File: config.mk
export PLATFORM = sky130hd
export DESIGN_NAME = ascii_command_frame_parser_core_flat
export DESIGN_NICKNAME = d
export VERILOG_FILES = /design/src/rtl/acfp_pkg.sv /design/src/rtl/acfp_chan_if.sv /design/src/rtl/acfp_capture.sv /design/src/rtl/ascii_command_frame_parser_core.sv /design/src/flat_wrapper.sv
export SDC_FILE = /design/constraint.sdc
export NUM_CORES = 1
export LEC_CHECK = 0
export ABC_CLOCK_PERIOD_IN_PS = 8800
export BUFFER_PORTS_ARGS = -buffer_cell sky130_fd_sc_hd__buf_4
export CORE_UTILIZATION = 63
export CTS_BUF_LIST = sky130_fd_sc_hd__clkbuf_8
export CTS_CLUSTER_DIAMETER = 80
export DETAILED_ROUTE_END_ITERATION = 6
export PLACE_DENSITY = 0.81
export REMOVE_ABC_BUFFERS = 1
export SYNTH_ARGS = -nofsm -noshare
export SYNTH_HDL_FRONTEND = slang
export SYNTH_SLANG_ARGS = --single-unit
File: constraint.sdc
create_clock -name clk -period 8.8 [get_ports clk]
set_input_delay 2.2 -clock clk [delete_from_list [all_inputs] [get_ports clk]]
set_output_delay 2.2 -clock clk [all_outputs]
set_load 0.05 [all_outputs]
File: src/rtl/acfp_pkg.sv
// Shared types, constants and the decode microprogram of the ASCII command frame parser.
// Depends on nothing; acfp_capture and the core refer to it by scoped names.
package acfp_pkg;

  // Frame buffer geometry.
  localparam int FRAME_DEPTH = 64;
  localparam int ADDR_W      = $clog2(FRAME_DEPTH);
  localparam int FILL_W      = $clog2(FRAME_DEPTH + 1);
  // The scan index can run up to five places past the buffered bytes.
  localparam int IDX_W       = $clog2(FRAME_DEPTH + 6);

  localparam int NUM_CMDS    = 8;
  localparam int CMD_W       = 3;
  localparam int PARAM_SLOTS = 5;
  localparam int PCNT_W      = 3;
  localparam int VAL_W       = 32;

  localparam logic [7:0] SPACE_CHAR = 8'h20;
  localparam logic [7:0] COMMA_CHAR = 8'h2C;
  localparam logic [7:0] DIGIT_LO   = 8'h30;
  localparam logic [7:0] DIGIT_HI   = 8'h39;

  // Configuration register indexes and reset values.
  localparam int CFG_IDX_W = 2;
  localparam logic [CFG_IDX_W-1:0] REG_START   = 2'd0;
  localparam logic [CFG_IDX_W-1:0] REG_PRE_END = 2'd1;
  localparam logic [CFG_IDX_W-1:0] REG_END     = 2'd2;
  localparam logic [7:0] START_RST   = 8'h24;
  localparam logic [7:0] PRE_END_RST = 8'h0D;
  localparam logic [7:0] END_RST     = 8'h0A;

  // Command table: four letters each, first letter in the top byte.
  localparam logic [31:0] CMD_NAMES [NUM_CMDS] = '{
    "RVER", "CARB", "PRSW", "STRT", "STOP", "HOME", "INJC", "GIST"
  };
  localparam logic [PCNT_W-1:0] CMD_PARAMS [NUM_CMDS] = '{
    3'd0, 3'd5, 3'd0, 3'd3, 3'd0, 3'd2, 3'd2, 3'd0
  };

  // Letter at position pos of command cmd.
  function automatic logic [7:0] cmd_letter(input logic [CMD_W-1:0] cmd,
                                            input logic [1:0] pos);
    logic [31:0] w;
    w = CMD_NAMES[cmd] >> {~pos, 3'b000};
    return w[7:0];
  endfunction

  // Framing symbols handed to the capture stage.
  typedef struct packed {
    logic [7:0] start_sym;
    logic [7:0] pre_sym;
    logic [7:0] end_sym;
  } sym_t;

  // A complete, well framed frame is ready for decoding.
  typedef struct packed {
    logic              start;
    logic [FILL_W-1:0] len;
  } frame_go_t;

  // Read request into the frame buffer.
  typedef struct packed {
    logic              en;
    logic [ADDR_W-1:0] addr;
  } rd_req_t;

  // Datapath operation of one microcode step.
  typedef enum logic [3:0] {
    OP_NONE,
    OP_LOAD,
    OP_FETCH,
    OP_MATCH,
    OP_SELECT,
    OP_INC,
    OP_ACCUM,
    OP_STORE,
    OP_ILLEGAL,
    OP_LEGAL
  } op_t;

  // Jump condition of one microcode step.
  typedef enum logic [3:0] {
    C_NEVER,
    C_ALWAYS,
    C_SHORT,
    C_LETTERS_LEFT,
    C_NO_MATCH,
    C_NO_PARAMS,
    C_NOT_SPACE,
    C_TERM,
    C_NOT_DIGIT,
    C_IS_PRE,
    C_MORE,
    C_FINAL_OK
  } cond_t;

  localparam int STEP_W = 5;

  typedef struct packed {
    op_t               op;
    cond_t             cond;
    logic [STEP_W-1:0] target;
  } ucode_t;

  // Step numbers of the program.
  localparam logic [STEP_W-1:0] S_LOAD       = 5'd0;
  localparam logic [STEP_W-1:0] S_FETCH_LTR  = 5'd1;
  localparam logic [STEP_W-1:0] S_MATCH      = 5'd2;
  localparam logic [STEP_W-1:0] S_SELECT     = 5'd3;
  localparam logic [STEP_W-1:0] S_WANT       = 5'd4;
  localparam logic [STEP_W-1:0] S_FETCH_SP   = 5'd5;
  localparam logic [STEP_W-1:0] S_SPACE      = 5'd6;
  localparam logic [STEP_W-1:0] S_FETCH_DIG  = 5'd7;
  localparam logic [STEP_W-1:0] S_TERM       = 5'd8;
  localparam logic [STEP_W-1:0] S_DIGIT      = 5'd9;
  localparam logic [STEP_W-1:0] S_ACCUM      = 5'd10;
  localparam logic [STEP_W-1:0] S_STORE      = 5'd11;
  localparam logic [STEP_W-1:0] S_NEXT       = 5'd12;
  localparam logic [STEP_W-1:0] S_FETCH_END  = 5'd13;
  localparam logic [STEP_W-1:0] S_CHECK      = 5'd14;
  localparam logic [STEP_W-1:0] S_ILLEGAL    = 5'd15;
  localparam logic [STEP_W-1:0] S_LEGAL      = 5'd16;

  // Decode program. A step without a taken jump falls through to the next one;
  // the two reporting steps end the program.
  function automatic ucode_t ucode(input logic [STEP_W-1:0] step);
    ucode_t cw;
    cw = '{op: OP_NONE, cond: C_NEVER, target: S_LOAD};
    unique case (step)
      S_LOAD:      cw = '{op: OP_LOAD,    cond: C_SHORT,        target: S_ILLEGAL};
      S_FETCH_LTR: cw = '{op: OP_FETCH,   cond: C_NEVER,        target: S_LOAD};
      S_MATCH:     cw = '{op: OP_MATCH,   cond: C_LETTERS_LEFT, target: S_FETCH_LTR};
      S_SELECT:    cw = '{op: OP_SELECT,  cond: C_NO_MATCH,     target: S_ILLEGAL};
      S_WANT:      cw = '{op: OP_NONE,    cond: C_NO_PARAMS,    target: S_LEGAL};
      S_FETCH_SP:  cw = '{op: OP_FETCH,   cond: C_NEVER,        target: S_LOAD};
      S_SPACE:     cw = '{op: OP_INC,     cond: C_NOT_SPACE,    target: S_ILLEGAL};
      S_FETCH_DIG: cw = '{op: OP_FETCH,   cond: C_NEVER,        target: S_LOAD};
      S_TERM:      cw = '{op: OP_NONE,    cond: C_TERM,         target: S_STORE};
      S_DIGIT:     cw = '{op: OP_NONE,    cond: C_NOT_DIGIT,    target: S_ILLEGAL};
      S_ACCUM:     cw = '{op: OP_ACCUM,   cond: C_ALWAYS,       target: S_FETCH_DIG};
      S_STORE:     cw = '{op: OP_STORE,   cond: C_IS_PRE,       target: S_CHECK};
      S_NEXT:      cw = '{op: OP_INC,     cond: C_MORE,         target: S_FETCH_DIG};
      S_FETCH_END: cw = '{op: OP_FETCH,   cond: C_NEVER,        target: S_LOAD};
      S_CHECK:     cw = '{op: OP_NONE,    cond: C_FINAL_OK,     target: S_LEGAL};
      S_ILLEGAL:   cw = '{op: OP_ILLEGAL, cond: C_NEVER,        target: S_LOAD};
      S_LEGAL:     cw = '{op: OP_LEGAL,   cond: C_NEVER,        target: S_LOAD};
      default:     cw = '{op: OP_ILLEGAL, cond: C_NEVER,        target: S_LOAD};
    endcase
    return cw;
  endfunction

endpackage

File: src/rtl/acfp_chan_if.sv
// Valid/ready channels of the ASCII command frame parser: received bytes in, results out.
// Depends on nothing.
interface acfp_rx_if;
  logic       valid;
  logic       ready;
  logic [7:0] rx_byte;

  modport source (output valid, rx_byte, input ready);
  modport sink   (input valid, rx_byte, output ready);
endinterface

interface acfp_res_if;
  logic        valid;
  logic        ready;
  logic        status;
  logic [2:0]  command;
  logic [31:0] param_one;
  logic [31:0] param_two;
  logic [31:0] param_three;
  logic [31:0] param_four;
  logic [31:0] param_five;
  logic [31:0] illegal_total;

  modport source (output valid, status, command, param_one, param_two, param_three,
                  param_four, param_five, illegal_total, input ready);
  modport sink   (input valid, status, command, param_one, param_two, param_three,
                  param_four, param_five, illegal_total, output ready);
endinterface

File: src/rtl/acfp_capture.sv
// Frame capture: start hunting, byte buffering, overflow and end-of-frame checks.
// Depends on acfp_pkg and the acfp_rx_if channel; holds the frame buffer memory.
module acfp_capture (
  input  logic                  clk,
  input  logic                  rst,
  acfp_rx_if.sink               rx,
  input  acfp_pkg::sym_t        sym,
  input  logic                  busy,
  output acfp_pkg::frame_go_t   go,
  input  acfp_pkg::rd_req_t     rd_req,
  output logic [7:0]            rd_data
);

  logic [7:0]                    mem [acfp_pkg::FRAME_DEPTH];
  logic                          in_frame;
  logic [acfp_pkg::FILL_W-1:0]   fill_index;
  logic [acfp_pkg::FILL_W-1:0]   fill_inc;
  logic [7:0]                    last_byte;
  logic                          take;
  logic                          is_end;

  // Bytes are taken whenever no decode is running.
  assign rx.ready = !busy;
  assign take     = rx.valid && !busy;
  assign is_end   = rx.rx_byte == sym.end_sym;
  assign fill_inc = fill_index + 1'b1;

  // A frame is handed on only if it holds bytes and ends in the pre-end symbol.
  assign go.start = take && in_frame && is_end && (fill_index != '0) &&
                    (last_byte == sym.pre_sym);
  assign go.len   = fill_index;

  // Framing state.
  always_ff @(posedge clk) begin
    if (rst) begin
      in_frame   <= 1'b0;
      fill_index <= '0;
    end else if (take) begin
      if (!in_frame) begin
        if (rx.rx_byte == sym.start_sym) begin
          in_frame   <= 1'b1;
          fill_index <= '0;
        end
      end else if (is_end) begin
        in_frame   <= 1'b0;
        fill_index <= '0;
      end else if (fill_inc >= acfp_pkg::FILL_W'(acfp_pkg::FRAME_DEPTH)) begin
        in_frame   <= 1'b0;
        fill_index <= '0;
      end else begin
        fill_index <= fill_inc;
      end
    end
  end

  // Frame buffer write and the copy of the newest byte.
  always_ff @(posedge clk) begin
    if (take && in_frame && !is_end) begin
      mem[fill_index[acfp_pkg::ADDR_W-1:0]] <= rx.rx_byte;
      last_byte                             <= rx.rx_byte;
    end
  end

  // Registered read port for the decoder.
  always_ff @(posedge clk) begin
    if (rd_req.en) begin
      rd_data <= mem[rd_req.addr];
    end
  end

endmodule

File: src/rtl/ascii_command_frame_parser_core.sv
// Top level of the ASCII command frame parser: configuration registers, the microcoded
// decode sequencer with its datapath, and the result register.
// Depends on acfp_pkg, acfp_chan_if and acfp_capture.
//
//   channel  | dir | handshake          | payload
//   ---------+-----+--------------------+------------------------------------------------
//   rx       | in  | valid/ready        | rx_byte
//   result   | out | valid/ready        | status, command, param_one..five, illegal_total
//   cfg      | in  | cfg_we, no wait    | cfg_index, cfg_data
//
// A byte is taken whenever no decode is running. A byte that closes a good frame
// starts the decode program, which walks the frame buffer through one read port with
// registered data; rx.ready is low while it runs. The result register frees the
// sequencer while a result waits; the last step holds while an earlier result is
// still unread. Reset is synchronous, and the frame buffer needs no clearing.
module ascii_command_frame_parser_core (
  input  logic                           clk,
  input  logic                           rst,
  input  logic                           cfg_we,
  input  logic [acfp_pkg::CFG_IDX_W-1:0] cfg_index,
  input  logic [7:0]                     cfg_data,
  acfp_rx_if.sink                        rx,
  acfp_res_if.source                     result
);

  acfp_pkg::sym_t       sym;
  acfp_pkg::frame_go_t  go;
  acfp_pkg::rd_req_t    rd_req;
  logic [7:0]           rd_data;

  logic                              busy;
  logic [acfp_pkg::STEP_W-1:0]       pc;
  acfp_pkg::ucode_t                  cw;
  logic [acfp_pkg::FILL_W-1:0]       n;
  logic [acfp_pkg::IDX_W-1:0]        idx;
  logic [acfp_pkg::NUM_CMDS-1:0]     mask;
  logic [acfp_pkg::NUM_CMDS-1:0]     mask_next;
  logic [acfp_pkg::CMD_W-1:0]        cmd;
  logic [acfp_pkg::CMD_W-1:0]        cmd_next;
  logic [acfp_pkg::PCNT_W-1:0]       want;
  logic [acfp_pkg::PCNT_W-1:0]       count;
  logic [acfp_pkg::VAL_W-1:0]        v;
  logic [acfp_pkg::VAL_W-1:0]        vals [acfp_pkg::PARAM_SLOTS];
  logic [31:0]                       illegal_cnt;

  logic [7:0]  c;
  logic        in_range;
  logic        is_digit;
  logic [3:0]  digit;
  logic        jump;
  logic        is_emit;
  logic        out_free;
  logic        act;

  logic                              out_valid;
  logic                              out_status;
  logic [acfp_pkg::CMD_W-1:0]        out_command;
  logic [acfp_pkg::VAL_W-1:0]        out_vals [acfp_pkg::PARAM_SLOTS];
  logic [31:0]                       out_total;

  // Configuration registers; indexes past the list are ignored.
  always_ff @(posedge clk) begin
    if (rst) begin
      sym.start_sym <= acfp_pkg::START_RST;
      sym.pre_sym   <= acfp_pkg::PRE_END_RST;
      sym.end_sym   <= acfp_pkg::END_RST;
    end else if (cfg_we) begin
      unique case (cfg_index)
        acfp_pkg::REG_START:   sym.start_sym <= cfg_data;
        acfp_pkg::REG_PRE_END: sym.pre_sym   <= cfg_data;
        acfp_pkg::REG_END:     sym.end_sym   <= cfg_data;
        default: ;
      endcase
    end
  end

  acfp_capture u_capture (
    .clk     (clk),
    .rst     (rst),
    .rx      (rx),
    .sym     (sym),
    .busy    (busy),
    .go      (go),
    .rd_req  (rd_req),
    .rd_data (rd_data)
  );

  // Current control word and the byte under the scan index.
  assign cw       = acfp_pkg::ucode(pc);
  assign in_range = idx < acfp_pkg::IDX_W'(n);
  assign c        = in_range ? rd_data : sym.end_sym;
  assign is_digit = (c >= acfp_pkg::DIGIT_LO) && (c <= acfp_pkg::DIGIT_HI);
  assign digit    = 4'(c - acfp_pkg::DIGIT_LO);
  assign want     = acfp_pkg::CMD_PARAMS[cmd];

  assign rd_req.en   = busy && (cw.op == acfp_pkg::OP_FETCH);
  assign rd_req.addr = idx[acfp_pkg::ADDR_W-1:0];

  // The reporting steps wait for room in the result register.
  assign out_free = !out_valid || result.ready;
  assign is_emit  = (cw.op == acfp_pkg::OP_ILLEGAL) || (cw.op == acfp_pkg::OP_LEGAL);
  assign act      = busy && (!is_emit || out_free);

  // Jump condition select.
  always_comb begin
    unique case (cw.cond)
      acfp_pkg::C_NEVER:        jump = 1'b0;
      acfp_pkg::C_ALWAYS:       jump = 1'b1;
      acfp_pkg::C_SHORT:        jump = n < acfp_pkg::FILL_W'(5);
      acfp_pkg::C_LETTERS_LEFT: jump = idx[1:0] != 2'd3;
      acfp_pkg::C_NO_MATCH:     jump = mask == '0;
      acfp_pkg::C_NO_PARAMS:    jump = want == '0;
      acfp_pkg::C_NOT_SPACE:    jump = c != acfp_pkg::SPACE_CHAR;
      acfp_pkg::C_TERM:         jump = !in_range || (c == acfp_pkg::COMMA_CHAR) ||
                                       (c == sym.pre_sym);
      acfp_pkg::C_NOT_DIGIT:    jump = !is_digit;
      acfp_pkg::C_IS_PRE:       jump = c == sym.pre_sym;
      acfp_pkg::C_MORE:         jump = count < want;
      acfp_pkg::C_FINAL_OK:     jump = (count == want) && (c == sym.pre_sym);
      default:                  jump = 1'b0;
    endcase
  end

  // Letter compare against every command, and the index of the surviving one.
  always_comb begin
    mask_next = mask;
    cmd_next  = '0;
    for (int k = 0; k < acfp_pkg::NUM_CMDS; k++) begin
      if (c != acfp_pkg::cmd_letter(acfp_pkg::CMD_W'(k), idx[1:0])) begin
        mask_next[k] = 1'b0;
      end
    end
    for (int k = acfp_pkg::NUM_CMDS - 1; k >= 0; k--) begin
      if (mask[k]) begin
        cmd_next = acfp_pkg::CMD_W'(k);
      end
    end
  end

  // Step counter.
  always_ff @(posedge clk) begin
    if (rst) begin
      busy <= 1'b0;
      pc   <= acfp_pkg::S_LOAD;
    end else if (!busy) begin
      if (go.start) begin
        busy <= 1'b1;
        pc   <= acfp_pkg::S_LOAD;
      end
    end else if (act) begin
      if (is_emit) begin
        busy <= 1'b0;
      end else if (jump) begin
        pc <= cw.target;
      end else begin
        pc <= pc + 1'b1;
      end
    end
  end

  // Decode datapath.
  always_ff @(posedge clk) begin
    if (!busy && go.start) begin
      n <= go.len;
    end
    if (act) begin
      case (cw.op)
        acfp_pkg::OP_LOAD: begin
          idx   <= '0;
          mask  <= '1;
          count <= '0;
          v     <= '0;
          for (int k = 0; k < acfp_pkg::PARAM_SLOTS; k++) begin
            vals[k] <= '0;
          end
        end
        acfp_pkg::OP_MATCH: begin
          mask <= mask_next;
          idx  <= idx + 1'b1;
        end
        acfp_pkg::OP_SELECT: cmd <= cmd_next;
        acfp_pkg::OP_INC:    idx <= idx + 1'b1;
        acfp_pkg::OP_ACCUM: begin
          v   <= (v << 3) + (v << 1) + acfp_pkg::VAL_W'(digit);
          idx <= idx + 1'b1;
        end
        acfp_pkg::OP_STORE: begin
          vals[count] <= v;
          count       <= count + 1'b1;
          v           <= '0;
        end
        default: ;
      endcase
    end
  end

  // Illegal command counter.
  always_ff @(posedge clk) begin
    if (rst) begin
      illegal_cnt <= '0;
    end else if (act && (cw.op == acfp_pkg::OP_ILLEGAL)) begin
      illegal_cnt <= illegal_cnt + 1'b1;
    end
  end

  // Result register.
  always_ff @(posedge clk) begin
    if (rst) begin
      out_valid <= 1'b0;
    end else if (act && is_emit) begin
      out_valid <= 1'b1;
    end else if (result.ready) begin
      out_valid <= 1'b0;
    end
  end

  always_ff @(posedge clk) begin
    if (act && (cw.op == acfp_pkg::OP_ILLEGAL)) begin
      out_status  <= 1'b1;
      out_command <= '0;
      out_total   <= illegal_cnt + 1'b1;
      for (int k = 0; k < acfp_pkg::PARAM_SLOTS; k++) begin
        out_vals[k] <= '0;
      end
    end else if (act && (cw.op == acfp_pkg::OP_LEGAL)) begin
      out_status  <= 1'b0;
      out_command <= cmd;
      out_total   <= illegal_cnt;
      for (int k = 0; k < acfp_pkg::PARAM_SLOTS; k++) begin
        out_vals[k] <= vals[k];
      end
    end
  end

  assign result.valid         = out_valid;
  assign result.status        = out_status;
  assign result.command       = out_command;
  assign result.param_one     = out_vals[0];
  assign result.param_two     = out_vals[1];
  assign result.param_three   = out_vals[2];
  assign result.param_four    = out_vals[3];
  assign result.param_five    = out_vals[4];
  assign result.illegal_total = out_total;

endmodule
File: src/flat_wrapper.sv
// flat-port wrapper written by rule: the top's interface ports become plain ports
module ascii_command_frame_parser_core_flat 
  (clk, rst, cfg_we, cfg_index, cfg_data, rx_valid, rx_rx_byte, rx_ready, result_valid, result_status, result_command, result_param_one, result_param_two, result_param_three, result_param_four, result_param_five, result_illegal_total, result_ready);
  acfp_rx_if rx_i ();
  acfp_res_if result_i ();
  input  logic clk;
  input  logic rst;
  input  logic cfg_we;
  input  logic [acfp_pkg::CFG_IDX_W-1:0] cfg_index;
  input  logic [7:0] cfg_data;
  input wire logic [$bits(rx_i.valid)-1:0] rx_valid;
  input wire logic [$bits(rx_i.rx_byte)-1:0] rx_rx_byte;
  output wire logic [$bits(rx_i.ready)-1:0] rx_ready;
  output wire logic [$bits(result_i.valid)-1:0] result_valid;
  output wire logic [$bits(result_i.status)-1:0] result_status;
  output wire logic [$bits(result_i.command)-1:0] result_command;
  output wire logic [$bits(result_i.param_one)-1:0] result_param_one;
  output wire logic [$bits(result_i.param_two)-1:0] result_param_two;
  output wire logic [$bits(result_i.param_three)-1:0] result_param_three;
  output wire logic [$bits(result_i.param_four)-1:0] result_param_four;
  output wire logic [$bits(result_i.param_five)-1:0] result_param_five;
  output wire logic [$bits(result_i.illegal_total)-1:0] result_illegal_total;
  input wire logic [$bits(result_i.ready)-1:0] result_ready;
  assign rx_i.valid = rx_valid;
  assign rx_i.rx_byte = rx_rx_byte;
  assign rx_ready = rx_i.ready;
  assign result_valid = result_i.valid;
  assign result_status = result_i.status;
  assign result_command = result_i.command;
  assign result_param_one = result_i.param_one;
  assign result_param_two = result_i.param_two;
  assign result_param_three = result_i.param_three;
  assign result_param_four = result_i.param_four;
  assign result_param_five = result_i.param_five;
  assign result_illegal_total = result_i.illegal_total;
  assign result_i.ready = result_ready;
  ascii_command_frame_parser_core u_core (.clk(clk), .rst(rst), .cfg_we(cfg_we), .cfg_index(cfg_index), .cfg_data(cfg_data), .rx(rx_i), .result(result_i));
endmodule
=== Word-level counts from Yosys, hierarchy flattened ===
Memory sizes are Yosys's and may differ from the RTL's. A register that Yosys moved wholly into a read port is not among the register bits.
Cells that the tools add are included.

* Bits of input ports: 23
* Memories kept: 5
* Bits in read-only memories: 440
* Flip-flop bits (word level): 175
* RAM bits: 832
* Logic and storage cells: 237
* Output and inout bits: 198

* Bitwise operators: 7
* Add/subtract/negate cells: 8
* Reductions and logical operators: 59
* Muxes and demuxes: 67
* Equality and inequality tests: 48
* $lt $le $gt $ge: 7
* Shifts and indexed selects: 8

{| class="wikitable"
|+ Memories
! name !! words !! bits a word !! read ports !! clocked after Yosys merged registers in !! wr ports !! line !! text
|-
| u_core.u_capture.mem || 64 || 8 || 1 || 1 || 1 || acfp_capture.sv:14 || <nowiki>logic [7:0] mem [acfp_pkg::FRAME_DEPTH];</nowiki>
|-
| (name not given) || 32 || 13 || 1 || 1 || 0 || acfp_pkg.sv:129 || <nowiki>unique case (step)</nowiki>
|-
| u_core.out_vals || 5 || 32 || 5 || 0 || 5 || ascii_command_frame_parser_core.sv:58 || <nowiki>logic [acfp_pkg::VAL_W-1:0] out_vals [acfp_pkg::PARAM_SLOTS];</nowiki>
|-
| u_core.vals || 5 || 32 || 5 || 0 || 5 || ascii_command_frame_parser_core.sv:43 || <nowiki>logic [acfp_pkg::VAL_W-1:0] vals [acfp_pkg::PARAM_SLOTS];</nowiki>
|-
| (name not given) || 8 || 3 || 1 || 0 || 0 || ascii_command_frame_parser_core.sv:94 || <nowiki>assign want = acfp_pkg::CMD_PARAMS[cmd];</nowiki>
|}

{| class="wikitable"
|+ Operator list
! operator !! number
|-
| 2-to-1 mux 32 bit || 8
|-
| >> shifter 31 x 5 -> 8 bit, first input constant || 8
|-
| != test 8 bit || 8
|-
| one-hot mux 32 bit (2 select lines) || 1
|-
| 2-to-1 mux 5 bit || 7
|-
| 2-to-1 mux 1 bit || 33
|-
| adder 32 x 1 -> 32 bit, second input constant || 1
|-
| adder 32 bit || 1
|-
| adder 32 x 4 -> 32 bit || 1
|-
| == test 4 x 3 -> 1 bit, second input constant || 8
|-
| == test 8 bit || 4
|-
| OR reduction 32 bit || 1
|-
| 2-to-1 mux 7 bit || 4
|-
| AND reduction 3 bit || 9
|-
| == test 4 bit, second input constant || 6
|-
| 2-to-1 mux 3 bit || 7
|-
| == test 4 x 2 -> 1 bit, second input constant || 4
|-
| != test 2 x 1 -> 1 bit, second input constant || 8
|-
| one-hot mux 8 bit (2 select lines) || 1
|-
| AND reduction 2 bit || 8
|-
| nonzero test 2 bit || 8
|-
| adder 7 x 1 -> 7 bit, second input constant || 2
|-
| logical AND 1 bit || 14
|-
| one-hot mux 7 bit (2 select lines) || 1
|-
| 33 further kinds || 51
|}

=== Longest topological paths before layout ===
* Depth in word-level cells: 13
* Mapped depth: 20
* Gate-level depth less buffers: 19

=== By module ===
A second synthesis with hierarchy kept.

* Cell total of the unflattened synthesis: 2683
* Area, all modules: 42573.3 µm²

{| class="wikitable"
|+ By module, submodules not included
! module !! area each (µm²) !! cells an instance !! sequential area each (µm²) !! instances
|-
| ascii_command_frame_parser_core || 21488.1 || 1642 || 13973.4 || 1
|-
| acfp_capture || 21085.2 || 1041 || 16015.4 || 1
|}

=== Worst setup path after synthesis ===
Ideal clock, no wire load.

* Path type: input to register
* Start: input result_ready
* End: memory u_core.out_vals[0][0] (netlist name) (enable)
* Stages: 3
* Slack: 2.000 ns
* Path buffers: 0
* Library setup time: 0.544 ns
* Data arrival time: 6.256 ns
* Required time: 8.256 ns
* Cells stage by stage: nand2b_1 nand3_1 inv_1

{| class="wikitable"
|+ RTL lines
! what !! line !! text
|-
| start: declaration || flat_wrapper.sv:23 || <nowiki>input wire logic [$bits(result_i.ready)-1:0] result_ready;</nowiki>
|-
| end: declaration || ascii_command_frame_parser_core.sv:58 ||
|}

=== Final worst setup path ===
* Start: register u_core.idx[2] (netlist name)
* End: register u_core.v[22] (netlist name) (data pin)

* Cells in the longest elaborated chain, start to end: 5

{| class="wikitable"
|+ Ends and longest elaborated chain
! what !! line !! text
|-
| start: declaration || ascii_command_frame_parser_core.sv:35 || <nowiki>logic [acfp_pkg::IDX_W-1:0] idx;</nowiki>
|-
| start signal: assignment || ascii_command_frame_parser_core.sv:179 || <nowiki>idx <= idx + 1'b1;</nowiki>
|-
| start signal: assignment || ascii_command_frame_parser_core.sv:182 || <nowiki>acfp_pkg::OP_INC: idx <= idx + 1'b1;</nowiki>
|-
| start signal: assignment || ascii_command_frame_parser_core.sv:185 || <nowiki>idx <= idx + 1'b1;</nowiki>
|-
| less-than comparator 7 bit || ascii_command_frame_parser_core.sv:90 || <nowiki>assign in_range = idx < acfp_pkg::IDX_W'(n);</nowiki>
|-
| 2-to-1 mux 8 bit || ascii_command_frame_parser_core.sv:91 || <nowiki>assign c = in_range ? rd_data : sym.end_sym;</nowiki>
|-
| subtractor 4 x 1 -> 4 bit || ascii_command_frame_parser_core.sv:93 || <nowiki>assign digit = 4'(c - acfp_pkg::DIGIT_LO);</nowiki>
|-
| adder 32 x 4 -> 32 bit || ascii_command_frame_parser_core.sv:184 || <nowiki>v <= (v << 3) + (v << 1) + acfp_pkg::VAL_W'(digit);</nowiki>
|-
| one-hot mux 32 bit (2 select lines) || ascii_command_frame_parser_core.sv:167 || <nowiki>case (cw.op)</nowiki>
|-
| end signal: assignment || ascii_command_frame_parser_core.sv:184 ||
|-
| end: declaration || ascii_command_frame_parser_core.sv:42 || <nowiki>logic [acfp_pkg::VAL_W-1:0] v;</nowiki>
|}

No other way between the ends.
A chain may end at the register's enable or synchronous reset.

==> impl_results.md <==
* Maximum vdd drop at 0.000182 V
* Die ar. at 0.0689 mm2
* IO buf count at 220
* Non-Filler Instances at 3930
* Worst skew pair latency at 810 ps
* Wire per inst at 23.4 um
* Fmax at 167 MHz
* Via count at 23700
* Synth top area cells: edfxtp_1 (66%), mux4_2 (8.4%), and2_1 (4.8%)
* Endpoints failing setup at 0
* Fin crit share at 68.2%
* Vias per cell at 6.03
* Die Width at 263 um
* Worst hold path type: register to register
* Residual DRC count at 0
* Post-Synthesis Cells at 2630
* Cell Rows at 95
* Clk sink count at 1028
* Cts bufs inserted at 159
* Synthesized area per cell at 16.3 um2
* Setup bufs post-CTS at 0
* Worst-path fanout max at 37
* LEAKAGE at 16.4 nW
* H-tree Lvls at 4
* Nets at 3037
* Share of cells above drive strength 1 at 22.0%
* Synth async-reset ratio at 0%
* Dominant synthesized flop cell: edfxtp_1
* Utilization after layout at 72.0%
* Grt ovf at 0
* Starting DRT DRC Count at 2200
* Final max-slew violation count at 0
* Ports at 221
* Max-cap violations at 0
* Antenna viol nets, final at 0
* Setup_tns at 0 ps
* Kind of critical path: register to register
* Tightest Pin Transition at 1210 ps
* Skew final at 51.2 ps
* Slew HR at 19.4%
* RSZ-0062 raised after global routing: no
* CP arrival at 6490 ps
* Launching element type of the critical path: register
* Placed insts at 3640
* Cell variety after synth at 91
* PwrDens at 188 mW/mm2
* Synthesized flop and latch total at 1028
* Cell taking the most area after synthesis: edfxtp_1
* Synth warn at 0
* Min Tclk post-route at 6000 ps
* Die Y at 263 um
* CTS tree: yes
* DR pass1 iterations at 5
* Post-Route WL at 92.0 mm
* Hold_buf cts at 0
* Seq/Total Area, Yosys at 70.1%
* Cell Area, Synth at 0.0428 mm2
* Initial antenna violation count at 1
* Number of global-route vias before repair at 24400
* Crit path required time at 9290 ps
* Post-synth EDFFs at 940
* Hold WS at 475 ps
* Clock Root Buffer: clkbuf_8
* Top-area cell type share of the netlist area at 66.0%
* Largest net degree at the start of global routing at 126
* Critical Path Sink Type: register
* Status: finished clean
* Area Overhead vs Synth at 13.1%
* Worst-path clk slew at 60 ps
* Max clock buf depth at 3
* Post-CTS resize count at 0
* Total track usage at 27.2%
* Hold violation count in the final report at 0
* Core ar. at 0.0672 mm2
* Placer Congestion at 0.914
* Initial Util at 63.7%
* First-pass GRT wire length at 143 mm
* Post-DP HPWL at 59.1 mm
[layout by cell type (no fill, tap or decap), drive strengths merged, types with 6 or more instances in the layout]
cell	synthesis	routed
clkbuf	86	163
edfxtp	940	940
xor2	45	45
o211ai	6	6
a21oi	46	46
nor3	32	32
or2	6	6
nand2	94	94
and3	50	50
ha	84	84
and2	327	327
nor3b	6	6
xnor2	75	75
nor2b	7	7
nand4	16	16
nor2	186	186
nand3	50	50
a31oi	14	14
mux2	10	10
or3	14	14
nand2b	13	13
o21ai	36	36
dfxtp	88	88
mux4	160	160
inv	46	90
buf	31	254
a21o	9	9
nand3b	8	8
clkinvlp	0	6
mux2i	42	42
nor4	15	15
clkinv	1	72
[synth_stat cells, types with 7 or more instances]
| master | instances |
|---|---|
| edfxtp_1 | 940 |
| and2_1 | 327 |
| nor2_1 | 185 |
| mux4_2 | 160 |
| nand2_1 | 94 |
| dfxtp_1 | 88 |
| clkbuf_1 | 86 |
| ha_1 | 84 |
| xnor2_1 | 75 |
| and3_1 | 50 |
| nand3_1 | 48 |
| a21oi_1 | 46 |
| inv_1 | 45 |
| xor2_1 | 44 |
| mux2i_1 | 42 |
| nor3_1 | 31 |
| o21ai_0 | 31 |
| buf_1 | 18 |
| nand4_1 | 16 |
| a31oi_1 | 13 |
| nand2b_1 | 13 |
| nor4_1 | 12 |
| or3_1 | 12 |
| mux2_2 | 10 |
| a21o_1 | 9 |
| buf_2 | 9 |
| nand3b_1 | 8 |
| nor2b_1 | 7 |
[worst paths after layout]
check,slack (ps),depth (start not counted),from,to
hold / removal,470,2,u_core.result.status,u_core.result.status
setup / recovery,2800,20,u_core.idx[2],u_core.v[22]
setup reg to reg,2800,20,u_core.idx[2],u_core.v[22]
hold reg to reg,470,2,u_core.result.status,u_core.result.status
[kinds of logic after synthesis]
family	count (synthesis)	share of synthesized area [%]
compound gates	180	2.93
xor+xnor	120	2.47
fa+ha+maj	86	2.55
buf+inv	164	1.53
flops	1028	70.1
mux	212	9.67
simple gates	840	10.7
[final cells by class]
type	instances	area [um2]
antenna	1	2.50
clock buffer	163	2240
clock inverter	126	704
fill	4006	18800
inverter	47	181
multi-input combinational	1438	12200
sequential	1028	30000
tap	873	1090
timing repair buffer	254	1920
[worst max-delay path, stage by stage (launching register included)]
cell and delay [ps]:
edfxtp_1 320, buf_4 570, ha_1 370, a21oi_1 120
o21ai_1 70, a21oi_1 130, buf_4 240, mux2i_1 580
inv_1 170, ha_1 310, ha_1 220, fa_1 470
a21oi_1 240, o2111ai_1 210, a41o_1 220, a31o_2 240
a21oi_1 230, o21bai_1 120, a2111oi_0 550, o21a_1 200
nor3_1 40
[per-stage QoR]
stage / power, mW / area, um2 / setup slack, ps
after floorplan: 5.43 / 42300 / -1670
after global placement: 5.50 / 45400 / 2880
after detailed placement: 5.50 / 45400 / 2700
after CTS: 9.16 / 48400 / 2810
after global routing: 9.36 / 48400 / 2250
final: 9.10 / 48400 / 2800
[registers in the layout, summed over array words and instances (netlist names)]
signal                       cells
u_core.busy                      1
u_core.cmd                       3
u_core.count                     3
u_core.cw                       13
u_core.idx                       7
u_core.illegal_cnt              32
u_core.mask                      8
u_core.n                         7
u_core.out_vals                160
u_core.pc                        5
u_core.result.command            3
u_core.result.illegal_total     32
u_core.result.status             1
u_core.result.valid              1
u_core.sym                      24
u_core.u_capture.fill_index      7
u_core.u_capture.in_frame        1
u_core.u_capture.last_byte       8
u_core.u_capture.mem           512
u_core.u_capture.rd_data         8
u_core.v                        32
u_core.vals                    160
[report_power, final]
| part | internal (mW) | total [mW] | switching, mW |
|---|---|---|---|
| logic | 0.0242 | 0.0952 | 0.0710 |
| clock network | 1.88 | 3.70 | 1.82 |
| registers | 5.29 | 5.30 | 0.0103 |
[routing by layer]
layer  vias up  track usage [%]  wire length, um  share of wire (%)
li1      10600                -                -                  -
met4         0             10.9             2880                3.1
met1     11800             35.2            35700                 39
met3       190             5.11             6700                7.3
met5         -                0                0                  0
met2      1072             46.0            46700                 51
Note: power is estimated with default switching activity, not from simulation.
